<file path="src/sliding_window_median_top_defines.svh">
// Assertion macros shared by the sliding window median RTL.
// Included by files that check their own logic; needs clk and rst in scope.
`ifndef SLIDING_WINDOW_MEDIAN_TOP_DEFINES_SVH
`define SLIDING_WINDOW_MEDIAN_TOP_DEFINES_SVH

// Same-cycle implication, checked outside reset.
`define SWM_ASSERT_NOW(lbl, ante, cons, msg) \
  lbl: assert property (@(posedge clk) disable iff (rst) (ante) |-> (cons)) else $error(msg);

// Next-cycle implication, checked outside reset.
`define SWM_ASSERT_NEXT(lbl, ante, cons, msg) \
  lbl: assert property (@(posedge clk) disable iff (rst) (ante) |=> (cons)) else $error(msg);

`endif

</file>
<file path="src/swm_pkg.sv">
// Shared types and constants for the sliding window median block.
// Used by swm_ctrl, swm_datapath and the top level; no dependencies.
package swm_pkg;

  localparam int CFG_BITS = 7;
  localparam logic [CFG_BITS-1:0] CFG_RESET_LEN = 7'd5;

  // Controller to datapath commands; each state raises one, ST_HIST two at once.
  typedef struct packed {
    logic load_sample;  // capture input transaction
    logic hist_rd;      // read oldest sample from arrival ring
    logic rm_start;     // clear scan index and match flag
    logic srt_rd;       // read sorted store at scan index
    logic rm_eval;      // removal step on read data
    logic ins_start;    // set up insertion scan
    logic ins_eval;     // insertion step on read data
    logic put;          // place new sample, advance counts
    logic med_lo_rd;    // read lower middle entry
    logic med_hi_rd;    // latch lower, read upper middle entry
    logic out_load;     // load output register
  } swm_cmd_t;

  // Datapath to controller status.
  typedef struct packed {
    logic full;       // fill equals active length
    logic empty;      // nothing held
    logic idx_last;   // scan index at top held entry
    logic idx_zero;   // scan index at bottom
    logic gt;         // read entry above new sample
    logic out_busy;   // result held and not taken this cycle
  } swm_status_t;

endpackage

</file>
<file path="src/sliding_window_median_top.sv">
// Sliding window median, top level: streaming input and output channels
// plus the window length register. Depends on swm_pkg, swm_ctrl, swm_datapath.
//
// Usage:
//   s_tvalid/s_tready/s_tdata carry one sample per transaction (sample in
//   the low SAMPLE_BITS of s_tdata). Each accepted sample yields one result on
//   m_tvalid/m_tready/m_tdata: lower median in the low half, upper median in
//   the high half; m_tuser is 1 once the window holds its full length.
//   cfg_we/cfg_wdata write the window length (0 acts as 1, values above
//   MAX_WINDOW act as MAX_WINDOW); a write empties the window. Write it only
//   while the block is idle.
//   Timing: removal of the oldest sample runs only once the window is full.
//   s_tready rises with m_tvalid, so the next sample is accepted only after
//   the last one has been placed and its medians read. The single read port
//   of the sorted store paces removal and insertion: each steps through it
//   one entry at a time, a read state then an evaluate state.
//   A finished result sits in the output register while the next sample is
//   processed; if the receiver still stalls when that next result is ready,
//   the block waits for it.
//   Reset: window length returns to 5, window empty, output channel idle.
module sliding_window_median_top #(
  parameter int MAX_WINDOW  = 64,
  parameter int SAMPLE_BITS = 16
) (
  input  logic                                clk,
  input  logic                                rst,
  input  logic                                cfg_we,
  input  logic [swm_pkg::CFG_BITS-1:0]        cfg_wdata,   // window_length
  input  logic                                s_tvalid,
  output logic                                s_tready,
  input  logic [((SAMPLE_BITS+7)/8)*8-1:0]    s_tdata,     // sample
  output logic                                m_tvalid,
  input  logic                                m_tready,
  output logic [((2*SAMPLE_BITS+7)/8)*8-1:0]  m_tdata,     // lower_median, upper_median
  output logic                                m_tuser      // window_full
);
  import swm_pkg::*;

  swm_cmd_t    cmd;
  swm_status_t status;

  swm_ctrl u_ctrl (
    .clk      (clk),
    .rst      (rst),
    .s_tvalid (s_tvalid),
    .s_tready (s_tready),
    .status   (status),
    .cmd      (cmd)
  );

  swm_datapath #(
    .MAX_WINDOW  (MAX_WINDOW),
    .SAMPLE_BITS (SAMPLE_BITS)
  ) u_datapath (
    .clk       (clk),
    .rst       (rst),
    .cfg_we    (cfg_we),
    .cfg_wdata (cfg_wdata),
    .sample    (s_tdata[SAMPLE_BITS-1:0]),
    .cmd       (cmd),
    .status    (status),
    .m_tvalid  (m_tvalid),
    .m_tready  (m_tready),
    .m_tdata   (m_tdata),
    .m_tuser   (m_tuser)
  );

endmodule

</file>
<file path="src/swm_datapath.sv">
// Datapath of the sliding window median: sorted store, arrival ring, counters
// and output register. Depends on swm_pkg and the shared assertion macros.
`include "sliding_window_median_top_defines.svh"
module swm_datapath #(
  parameter int MAX_WINDOW  = 64,
  parameter int SAMPLE_BITS = 16
) (
  input  logic                             clk,
  input  logic                             rst,
  input  logic                             cfg_we,
  input  logic [swm_pkg::CFG_BITS-1:0]     cfg_wdata,
  input  logic [SAMPLE_BITS-1:0]           sample,
  input  swm_pkg::swm_cmd_t                cmd,
  output swm_pkg::swm_status_t             status,
  output logic                             m_tvalid,
  input  logic                             m_tready,
  output logic [((2*SAMPLE_BITS+7)/8)*8-1:0] m_tdata,
  output logic                             m_tuser
);
  import swm_pkg::*;

  localparam int AW  = (MAX_WINDOW > 1) ? $clog2(MAX_WINDOW) : 1;
  localparam int CW  = $clog2(MAX_WINDOW + 1);
  localparam int LW  = (CW > CFG_BITS) ? CW : CFG_BITS;
  localparam int MDW = ((2*SAMPLE_BITS+7)/8)*8;

  logic [CFG_BITS-1:0]    win_len_cfg;
  logic [CW-1:0]          len;
  logic [CW-1:0]          fill;
  logic [AW-1:0]          slot;
  logic [AW-1:0]          idx;
  logic [AW-1:0]          pos;
  logic                   found;
  logic [SAMPLE_BITS-1:0] sample_q;
  logic [SAMPLE_BITS-1:0] old_q;
  logic [SAMPLE_BITS-1:0] srt_q;
  logic [SAMPLE_BITS-1:0] lo_q;

  logic [SAMPLE_BITS-1:0] srt_mem [MAX_WINDOW];
  logic [SAMPLE_BITS-1:0] hist_mem [MAX_WINDOW];

  logic                   srt_re;
  logic [AW-1:0]          srt_raddr;
  logic                   srt_we;
  logic [AW-1:0]          srt_waddr;
  logic [SAMPLE_BITS-1:0] srt_wdata;
  logic [CW-1:0]          fill_m1;
  logic [CW-1:0]          slot_inc;

  // Clamp the configured length into 1..MAX_WINDOW.
  always_comb begin
    if (win_len_cfg == '0) begin
      len = CW'(1);
    end else if (LW'(win_len_cfg) > LW'(MAX_WINDOW)) begin
      len = CW'(MAX_WINDOW);
    end else begin
      len = CW'(win_len_cfg);
    end
  end

  assign fill_m1  = fill - CW'(1);
  assign slot_inc = CW'(slot) + CW'(1);

  assign status.full     = (fill == len);
  assign status.empty    = (fill == '0);
  assign status.idx_last = (CW'(idx) == fill_m1);
  assign status.idx_zero = (idx == '0);
  assign status.gt       = (srt_q > sample_q);
  assign status.out_busy = m_tvalid && !m_tready;

  // Sorted store read address.
  always_comb begin
    srt_re    = cmd.srt_rd || cmd.med_lo_rd || cmd.med_hi_rd;
    srt_raddr = idx;
    if (cmd.med_lo_rd) begin
      srt_raddr = AW'(fill_m1 >> 1);
    end else if (cmd.med_hi_rd) begin
      srt_raddr = AW'(fill >> 1);
    end
  end

  // Sorted store write: shift down on removal, shift up on insertion, place.
  always_comb begin
    srt_we    = 1'b0;
    srt_waddr = pos;
    srt_wdata = sample_q;
    if (cmd.rm_eval && found) begin
      srt_we    = 1'b1;
      srt_waddr = idx - AW'(1);
      srt_wdata = srt_q;
    end else if (cmd.ins_eval && status.gt) begin
      srt_we    = 1'b1;
      srt_waddr = idx + AW'(1);
      srt_wdata = srt_q;
    end else if (cmd.put) begin
      srt_we = 1'b1;
    end
  end

  always_ff @(posedge clk) begin
    if (srt_we) begin
      srt_mem[srt_waddr] <= srt_wdata;
    end
    if (srt_re) begin
      srt_q <= srt_mem[srt_raddr];
    end
  end

  always_ff @(posedge clk) begin
    if (cmd.put) begin
      hist_mem[slot] <= sample_q;
    end
    if (cmd.hist_rd) begin
      old_q <= hist_mem[slot];
    end
  end

  // Control counters.
  always_ff @(posedge clk) begin
    if (rst) begin
      win_len_cfg <= CFG_RESET_LEN;
      fill        <= '0;
      slot        <= '0;
      found       <= 1'b0;
    end else if (cfg_we) begin
      win_len_cfg <= cfg_wdata;
      fill        <= '0;
      slot        <= '0;
    end else begin
      if (cmd.rm_start) begin
        found <= 1'b0;
      end else if (cmd.rm_eval && !found && srt_q == old_q) begin
        found <= 1'b1;
      end
      if (cmd.rm_eval && status.idx_last) begin
        fill <= fill_m1;
      end else if (cmd.put) begin
        fill <= fill + CW'(1);
      end
      if (cmd.put) begin
        slot <= (slot_inc >= len) ? '0 : AW'(slot_inc);
      end
    end
  end

  // Scan index, insertion position and captured sample.
  always_ff @(posedge clk) begin
    if (cmd.load_sample) begin
      sample_q <= sample;
    end
    if (cmd.rm_start) begin
      idx <= '0;
    end else if (cmd.rm_eval && !status.idx_last) begin
      idx <= idx + AW'(1);
    end else if (cmd.ins_start) begin
      idx <= AW'(fill_m1);
      pos <= '0;
    end else if (cmd.ins_eval) begin
      if (!status.gt) begin
        pos <= idx + AW'(1);
      end else if (status.idx_zero) begin
        pos <= '0;
      end else begin
        idx <= idx - AW'(1);
      end
    end
    if (cmd.med_hi_rd) begin
      lo_q <= srt_q;
    end
  end

  // Output register: hold until the transaction completes.
  always_ff @(posedge clk) begin
    if (rst) begin
      m_tvalid <= 1'b0;
    end else if (cmd.out_load) begin
      m_tvalid <= 1'b1;
    end else if (m_tready) begin
      m_tvalid <= 1'b0;
    end
  end

  always_ff @(posedge clk) begin
    if (cmd.out_load) begin
      m_tdata <= MDW'({srt_q, lo_q});
      m_tuser <= status.full;
    end
  end

  `SWM_ASSERT_NOW(a_fill_in_range, 1'b1, fill <= len, "fill count above window length")
  `SWM_ASSERT_NOW(a_slot_in_range, 1'b1, CW'(slot) < len, "write slot outside window")
  `SWM_ASSERT_NOW(a_no_overwrite, cmd.out_load, !status.out_busy,
    "output reloaded while a result waits")

endmodule

</file>
<file path="src/swm_ctrl.sv">
// Controller state machine of the sliding window median: sequences removal,
// insertion and median reads. Depends on swm_pkg and the assertion macros.
`include "sliding_window_median_top_defines.svh"
module swm_ctrl (
  input  logic                 clk,
  input  logic                 rst,
  input  logic                 s_tvalid,
  output logic                 s_tready,
  input  swm_pkg::swm_status_t status,
  output swm_pkg::swm_cmd_t    cmd
);
  import swm_pkg::*;

  typedef enum logic [10:0] {
    ST_IDLE     = 11'b00000000001,
    ST_HIST     = 11'b00000000010,
    ST_RM_RD    = 11'b00000000100,
    ST_RM_EV    = 11'b00000001000,
    ST_INS_INIT = 11'b00000010000,
    ST_INS_RD   = 11'b00000100000,
    ST_INS_EV   = 11'b00001000000,
    ST_PUT      = 11'b00010000000,
    ST_MED_LO   = 11'b00100000000,
    ST_MED_HI   = 11'b01000000000,
    ST_OUT      = 11'b10000000000
  } state_t;

  state_t state;
  state_t state_next;

  assign s_tready = (state == ST_IDLE);

  always_comb begin
    cmd        = '0;
    state_next = state;
    case (state)
      ST_IDLE: begin
        if (s_tvalid) begin
          cmd.load_sample = 1'b1;
          state_next = status.full ? ST_HIST : ST_INS_INIT;
        end
      end
      ST_HIST: begin
        cmd.hist_rd  = 1'b1;
        cmd.rm_start = 1'b1;
        state_next   = ST_RM_RD;
      end
      ST_RM_RD: begin
        cmd.srt_rd = 1'b1;
        state_next = ST_RM_EV;
      end
      ST_RM_EV: begin
        cmd.rm_eval = 1'b1;
        state_next  = status.idx_last ? ST_INS_INIT : ST_RM_RD;
      end
      ST_INS_INIT: begin
        cmd.ins_start = 1'b1;
        state_next    = status.empty ? ST_PUT : ST_INS_RD;
      end
      ST_INS_RD: begin
        cmd.srt_rd = 1'b1;
        state_next = ST_INS_EV;
      end
      ST_INS_EV: begin
        cmd.ins_eval = 1'b1;
        state_next   = (status.gt && !status.idx_zero) ? ST_INS_RD : ST_PUT;
      end
      ST_PUT: begin
        cmd.put    = 1'b1;
        state_next = ST_MED_LO;
      end
      ST_MED_LO: begin
        cmd.med_lo_rd = 1'b1;
        state_next    = ST_MED_HI;
      end
      ST_MED_HI: begin
        cmd.med_hi_rd = 1'b1;
        state_next    = ST_OUT;
      end
      ST_OUT: begin
        // hold the medians until the output register frees up
        if (!status.out_busy) begin
          cmd.out_load = 1'b1;
          state_next   = ST_IDLE;
        end
      end
      default: begin
        state_next = ST_IDLE;
      end
    endcase
  end

  always_ff @(posedge clk) begin
    if (rst) begin
      state <= ST_IDLE;
    end else begin
      state <= state_next;
    end
  end

  `SWM_ASSERT_NEXT(a_accept_leaves_idle, s_tvalid && s_tready, state == ST_HIST ||
    state == ST_INS_INIT, "accepted sample not processed")
  `SWM_ASSERT_NEXT(a_put_then_median, state == ST_PUT, state == ST_MED_LO,
    "median read did not follow placement")

endmodule

</file>
<file path="config.mk">
export PLATFORM = sky130hd
export DESIGN_NAME = sliding_window_median_top
export DESIGN_NICKNAME = d
export VERILOG_FILES = /design/src/swm_pkg.sv /design/src/sliding_window_median_top.sv /design/src/swm_datapath.sv /design/src/swm_ctrl.sv
export VERILOG_INCLUDE_DIRS = /design/src /design/src/src
export SDC_FILE = /design/constraint.sdc
export NUM_CORES = 2
export LEC_CHECK = 0
export ABC_AREA = 1
export BUFFER_PORTS_ARGS = -buffer_cell sky130_fd_sc_hd__buf_2
export CAP_MARGIN = 20
export CORE_MARGIN = 3
export CORE_UTILIZATION = 50
export CTS_CLUSTER_DIAMETER = 60
export DETAILED_ROUTE_END_ITERATION = 12
export PLACE_DENSITY = 0.74
export REMOVE_ABC_BUFFERS = 1
export SETUP_SLACK_MARGIN = 0.5
export SYNTH_ARGS = -nofsm -noshare
export SYNTH_HDL_FRONTEND = slang
export SYNTH_SLANG_ARGS = --single-unit
</file>
<file path="constraint.sdc">
create_clock -name clk -period 5.3 [get_ports clk]
set_clock_uncertainty 0.1 [all_clocks]
set_input_delay 0.53 -clock clk [delete_from_list [all_inputs] [get_ports clk]]
set_output_delay 0.53 -clock clk [all_outputs]
set_load 0.1 [all_outputs]
</file>
* Word level (Yosys, flattened, before mapping)
Memories as Yosys holds them, arrays and structs flattened. A register that Yosys moved wholly into a read port is not among the register bits.
Cells that the tools add are included.
** Word-level totals
- Input port bits :: 28
- Flip-flop bits (word level) :: 110
- RAM bits :: 2048
- Memories :: 2
- Logic and storage cells :: 120
** Memories
- u_datapath.hist_mem :: words 64, bits a word 16, read ports 1, clocked after memory_dff 1, wr ports 1, RTL line swm_datapath.sv:40 : logic [SAMPLE_BITS-1:0] hist_mem [MAX_WINDOW];
- u_datapath.srt_mem :: words 64, bits a word 16, read ports 1, clocked after memory_dff 1, wr ports 1, RTL line swm_datapath.sv:39 : logic [SAMPLE_BITS-1:0] srt_mem [MAX_WINDOW];
** Cells by class
- Reduce and logical (&&, ||, !) cells :: 29
- Add/sub/neg operators :: 5
- Bitwise logic cells :: 3
- $lt $le $gt $ge :: 3
- Mux-type cells :: 48
- Eq/ne operators :: 18
** Operators with widths (number)
- $pmux W11 S11 :: 1
- $mux W6 :: 13
- $mux W16 :: 2
- $mux W7 :: 4
- $mux W11 :: 2
- $mux W1 :: 21
- $eq A16 B16 Y1 :: 1
- $gt A16 B16 Y1 :: 1
- $mux W8 :: 2
- $logic_not A7 Y1 :: 2
- $eq A11 B1 Y1 const B :: 1
- $eq A11 B10 Y1 const B :: 1
- $eq A11 B11 Y1 const B :: 1
- $eq A11 B2 Y1 const B :: 1
- $eq A11 B3 Y1 const B :: 1
- $eq A11 B4 Y1 const B :: 1
- $eq A11 B5 Y1 const B :: 1
- $eq A11 B6 Y1 const B :: 1
- $eq A11 B7 Y1 const B :: 1
- $eq A11 B8 Y1 const B :: 1
- $eq A11 B9 Y1 const B :: 1
- $mux W5 :: 2
- $logic_and A1 B1 Y1 :: 8
- $reduce_bool A2 Y1 :: 4
- 21 further kinds :: 32

* Logic depth before layout (Yosys ltp)
- Word-level depth :: 7
- Gate-level depth with buffers :: 19
- Depth with buffers taken out :: 19

* Modules after synthesis
A second synthesis with hierarchy kept.
** Second synthesis, totals
- Cells, all modules :: 6220
- Area, all modules :: 86736.9 um^2
** Modules (own cells, without submodules)
- swm_datapath :: cells an instance 6107, times used 1, area an instance 85993.7 um^2, sequential area each 65152.5 um^2
- swm_ctrl :: cells an instance 113, times used 1, area an instance 743.2 um^2, sequential area each 220.2 um^2

* Worst setup path after synthesis
No wires, ideal clock.
- Kind :: reg2reg
- Start :: reg u_datapath.sample_q[5]
- End :: mem u_datapath.srt_mem[0][15] (data pin)
- Library setup time :: 0.702 ns
- Buffers on the path :: 1
- Stages on the path, launching flop included :: 13
- Path slack :: -0.444 ns
- Data arrival time :: 4.942 ns
- Data required time :: 4.498 ns
- Path through :: edfxtp_1 > inv_1 > ha_1 > a21oi_1 > nor2_1 > nor3_1 > nand2_1 > nand2_1 > nand2_1 > nand3_1 > nand2_2 > clkbuf_1 > o21ai_0
** Between the ends
- Word-level cells in the longest chain between the ends :: 4
** RTL lines
- from (decl) :: RTL line swm_datapath.sv:34 : logic [SAMPLE_BITS-1:0] sample_q;
- from (signal assigned) :: RTL line swm_datapath.sv:149 : sample_q <= sample;
- $gt A16 B16 Y1 :: RTL line swm_datapath.sv:68 : assign status.gt = (srt_q > sample_q);
- $logic_and A1 B1 Y1 :: RTL line swm_datapath.sv:91 : end else if (cmd.ins_eval && status.gt) begin
- $mux W16 :: RTL line swm_datapath.sv:91
- $mux W16 :: RTL line swm_datapath.sv:87 : if (cmd.rm_eval && found) begin
- named net u_datapath.srt_wdata[15] :: RTL line swm_datapath.sv:46 : logic [SAMPLE_BITS-1:0] srt_wdata;
- to (decl) :: RTL line swm_datapath.sv:39
The timed path passes the listed nets, and every way through them passes these cells.

* Final worst setup path
- Start :: reg u_ctrl.state[1]
- End :: reg u_datapath.srt_q[5] (read register of u_datapath.srt_mem) (data pin)
** Between the ends
- Word-level cells in the longest chain between the ends :: 5
- Elaborated cells between the ends (all ways) :: 12
- Classes of those cells :: 4 x eq/ne; 5 x mux; 3 x reduce/logical
** RTL lines
- from (decl) :: RTL line swm_ctrl.sv:28 : state_t state;
- from (signal assigned) :: RTL line swm_ctrl.sv:97 : state <= state_next;
- $eq A11 B3 Y1 / $eq A11 B6 Y1 (equally long branches) :: RTL line swm_ctrl.sv:36 : case (state)
- $reduce_or A2 Y1 (no line)
- $mux W1 :: RTL line swm_ctrl.sv:36
- $logic_or A1 B1 Y1 (2 in series) :: RTL line swm_datapath.sv:73 : srt_re = cmd.srt_rd || cmd.med_lo_rd || cmd.med_hi_rd;
- to (decl) :: RTL line swm_datapath.sv:36 : logic [SAMPLE_BITS-1:0] srt_q;
Parallel ways exist; a longest one is shown, timed or not.
A chain may end at the register's enable or synchronous reset.

==> impl_metrics.yaml <==
run_status:
  status: "finished, final reports clean"
global_route:
  grt_remaining_overflow: 0
  grt_pass1_vias: 57300
  grt_util_all_layers_pct: 26.52
  grt_pass1_wl_um: 367900
  antenna_found_initial: 9
  grt_max_degree: 178
power:
  p_int_uw: 30550
  seq_power_share_pct: 45.0
  clockPowerShare_pct: 32.6
  leakagePower_uw: 0.03641
  powerDensity_nw_per_um2: 441.2
  p_switching_uw: 14060
  swShare_pct: 31.52
  ir_worst_vdd_mv: 0.5043
  power_frac_comb_pct: 22.3
layout:
  syn_to_final_growth_pct: 12.46
  multi_input_area_sq_um: 19990
  fillers: 13570
  utilization_pct: 56.97
  final_cell_area_sq_um: 101100
  regArea_sq_um: 65370
  drive_gt1_share_pct: 9.743
  num-nets-final: 7395
die:
  die_width_um: 430.0
  num_rows: 154
  die_h_um: 430.0
  die-area_sq_um: 184900
  core_sq_um: 177500
  start_util_pct: 50.66
  io_pins: 63
placement:
  place_ws_ns: 0.9621
  portBuffers: 62
  placed_area_sq_um: 94100
  hpwl_um: 145900
  globalplace.congestion: 0.9151
synthesis:
  ys_ff_latch: 2190
  yosysMostFrequentCell: "edfxtp_1"
  synth_top_area_cell: "edfxtp_1"
  synth_ff_type: "edfxtp_1"
  synth_xor_area_share_pct: 0.2825
  synth_area_leaders: "edfxtp_1 (72%), nand3_1 (6.4%), nand2_1 (5.5%)"
  yosys.area_share.simple_pct: 17.29
  synth_edf_count: 2151
  yosys_warnings: 0
  synth_compound_area_share_pct: 3.920
  synth_top_family_by_area: "simple AND/OR/NAND/NOR gates"
  async_flop_share_pct: 0
  synth_seq_area_share_pct: 72.71
  syn_avg_cell_area_sq_um: 12.58
  synth_cell_type_count: 50
  synth_common_cells: "edfxtp_1 (2151), nand2_1 (1309), nand3_1 (1148), inv_1 (740), nand3b_1 (373)"
  yosysTopAreaCellShare_pct: 71.85
  synth.area.mux_share_pct: 0.01113
  synth-adder-area-share_pct: 0.4036
  synthesis.area_sq_um: 89900
  syn_inst: 7147
sta:
  hold_viol: 0
  worst_pin_slew_ns: 1.152
  post-route-period-util_pct: 83.95
  fin_crit_ns: 4.449
  rsz0062_at_grt: "no"
  max_clock_freq_ghz: 0.2248
  setup_ws_ns: 0.8508
  maxSlewHeadroom_pct: 22.91
  drv_slew: 0
  finalSetupViolations: 0
clocking:
  cts_tree: "built"
  clock_latency_ns: 0.87
  clock_path_buffers: 3
  cts_sinks: 2190
  clk_pin_slew_ns: 0.06
  cts_resized: 0
  postCtsSetupRepairBufs: 0
  cts_hold_buffers: 30
  cts_max_level: 4
  numCtsBuffers: 210
  clockRootBuffer: "clkbuf_16"
setup_path:
  worstSetupEndpointType: "register"
  r2r_slack_ns: 0.85
  reg2regPathDepth: 16
  reg2reg_from: "u_ctrl.state[1]"
  regToRegEndpoint: "u_datapath.srt_q[5]"
  cp.required_ns: 5.80
  worst-setup-path-type: "register to register"
  worstPathArrival_ns: 4.95
  cp-start-kind: "register"
  path_max_fanout: 71
detailed_routing:
  drt_wl_total_um: 251600
  via_per_inst: 6.061
  first_pass_iters: 6
  vias: 59740
  drc_errors: 0
  drt_iter0_drc: 9514
  wl_per_cell_um: 25.52
  ant_nets: 0
min_path:
  holdPathStages: 3
  min_to: "u_datapath.found"
  worstHoldPathType: "primary input to register"
  worstHoldStart: "cfg_we"
run:
  max_cap_viol_count: 0
-- how the worst max path moves through the flow --
stage | from | endpoint | slack, ns | cells after the start
after floorplan | u_ctrl.state[4] | u_datapath.srt_q[15] | -14.46 | 14
after CTS | u_ctrl.state[2] | u_datapath.srt_q[3] | 0.96 | 16
final | u_ctrl.state[1] | u_datapath.srt_q[5] | 0.85 | 16
after global placement | u_ctrl.state[0] | u_datapath.srt_q[3] | 1.03 | 16
after global routing | u_ctrl.state[2] | u_datapath.srt_q[3] | 0.52 | 16
after detailed placement | u_ctrl.state[0] | u_datapath.srt_q[3] | 0.96 | 16
-- metrics by stage --
step	cells	total power [uW]	TNS (ns)	hold slack (ns)
after detailed placement	9435	30050	0	0.3045
after global routing	9854	45980	0	0.06369
after CTS	9852	44440	0	0.002135
after floorplan	6738	25660	-966.43	0.3003
final	9857	44610	0	0.04051
after global placement	9432	29830	0	0.3033
-- layout make-up --
cell class / count / area share (%)
antenna: 4 / 0.009900
multi-input combinational: 3789 / 19.77
sequential: 2190 / 64.66
inverter: 759 / 2.846
tap: 2340 / 2.896
clock inverter: 133 / 1.215
timing repair buffer: 388 / 3.220
clock buffer: 254 / 5.382
-- power groups by stage --
stage | logic (uW) | registers (uW) | clock network, uW
after floorplan | 4900 | 20800 | 0
final | 9960 | 20100 | 14600
after detailed placement | 9610 | 20400 | 0
after CTS | 9700 | 20100 | 14700
after global routing | 10500 | 20100 | 15400
after global placement | 9390 | 20400 | 0
-- sequential cells by signal (all words and copies together), names as in the netlist --
| name | flops |
|---|---|
| u_datapath.win_len_cfg | 7 |
| u_datapath.hist_mem | 1024 |
| u_ctrl.state | 11 |
| u_datapath.fill | 7 |
| u_datapath.srt_q | 16 |
| u_datapath.srt_mem | 1024 |
| u_datapath.sample_q | 16 |
| u_datapath.found | 1 |
| u_datapath.old_q | 16 |
| u_datapath.m_tuser | 1 |
| u_datapath.m_tvalid | 1 |
| u_datapath.pos | 6 |
| u_datapath.idx | 6 |
| u_datapath.lo_q | 16 |
| u_datapath.m_tdata | 32 |
| u_datapath.slot | 6 |
-- cell families after synthesis --
group,after synthesis
muxes,1
adders and majority gates,29
buffers and inverters,1168
xor gates and xnor gates,29
and+or+nand+nor,3245
AOI/OAI and AO/OA,485
DFF,2190
-- critical path, cell delays in order (launching register included) --
cell and delay [ns]:
dfxtp_1 0.32, nor2_1 0.13, nand2_1 0.15, nor2_4 0.15, nand2_1 0.41, inv_4 0.25
nand2_8 0.32, nand2_8 0.55, buf_12 0.34, buf_4 0.30, nand2_1 0.08, nand3_1 0.07
nand3_1 0.10, nand3_1 0.09, nand3_1 0.23, nand3_1 0.24, nand2_1 0.16
-- cell usage in the layout (no fill, tap or decap), types with 30 or more instances in the layout --
cell type and count:
clkinv_2 46, a22oi_1 152, edfxtp_1 2151, buf_2 62, clkbuf_16 211, nand3_1 1146
nand2_1 1309, a22o_1 38, buf_4 264, nand4_1 145, nor2_1 211, a21oi_1 48
nand3b_1 373, clkinv_1 50, dlygate4sd3_1 30, clkbuf_1 43, dfxtp_1 39, o21ai_0 70
inv_1 738, a221oi_1 114
-- per-layer routing --
metal  share of wire (%)  up-vias  track usage [%]
met5               0.012        -                0
met4                 5.8        4            14.32
met3                  12      676            5.753
met2                  46     4011            41.47
met1                  36    29090            34.84
li1                    -    25960                -
Power figures use the tool's default switching activity.
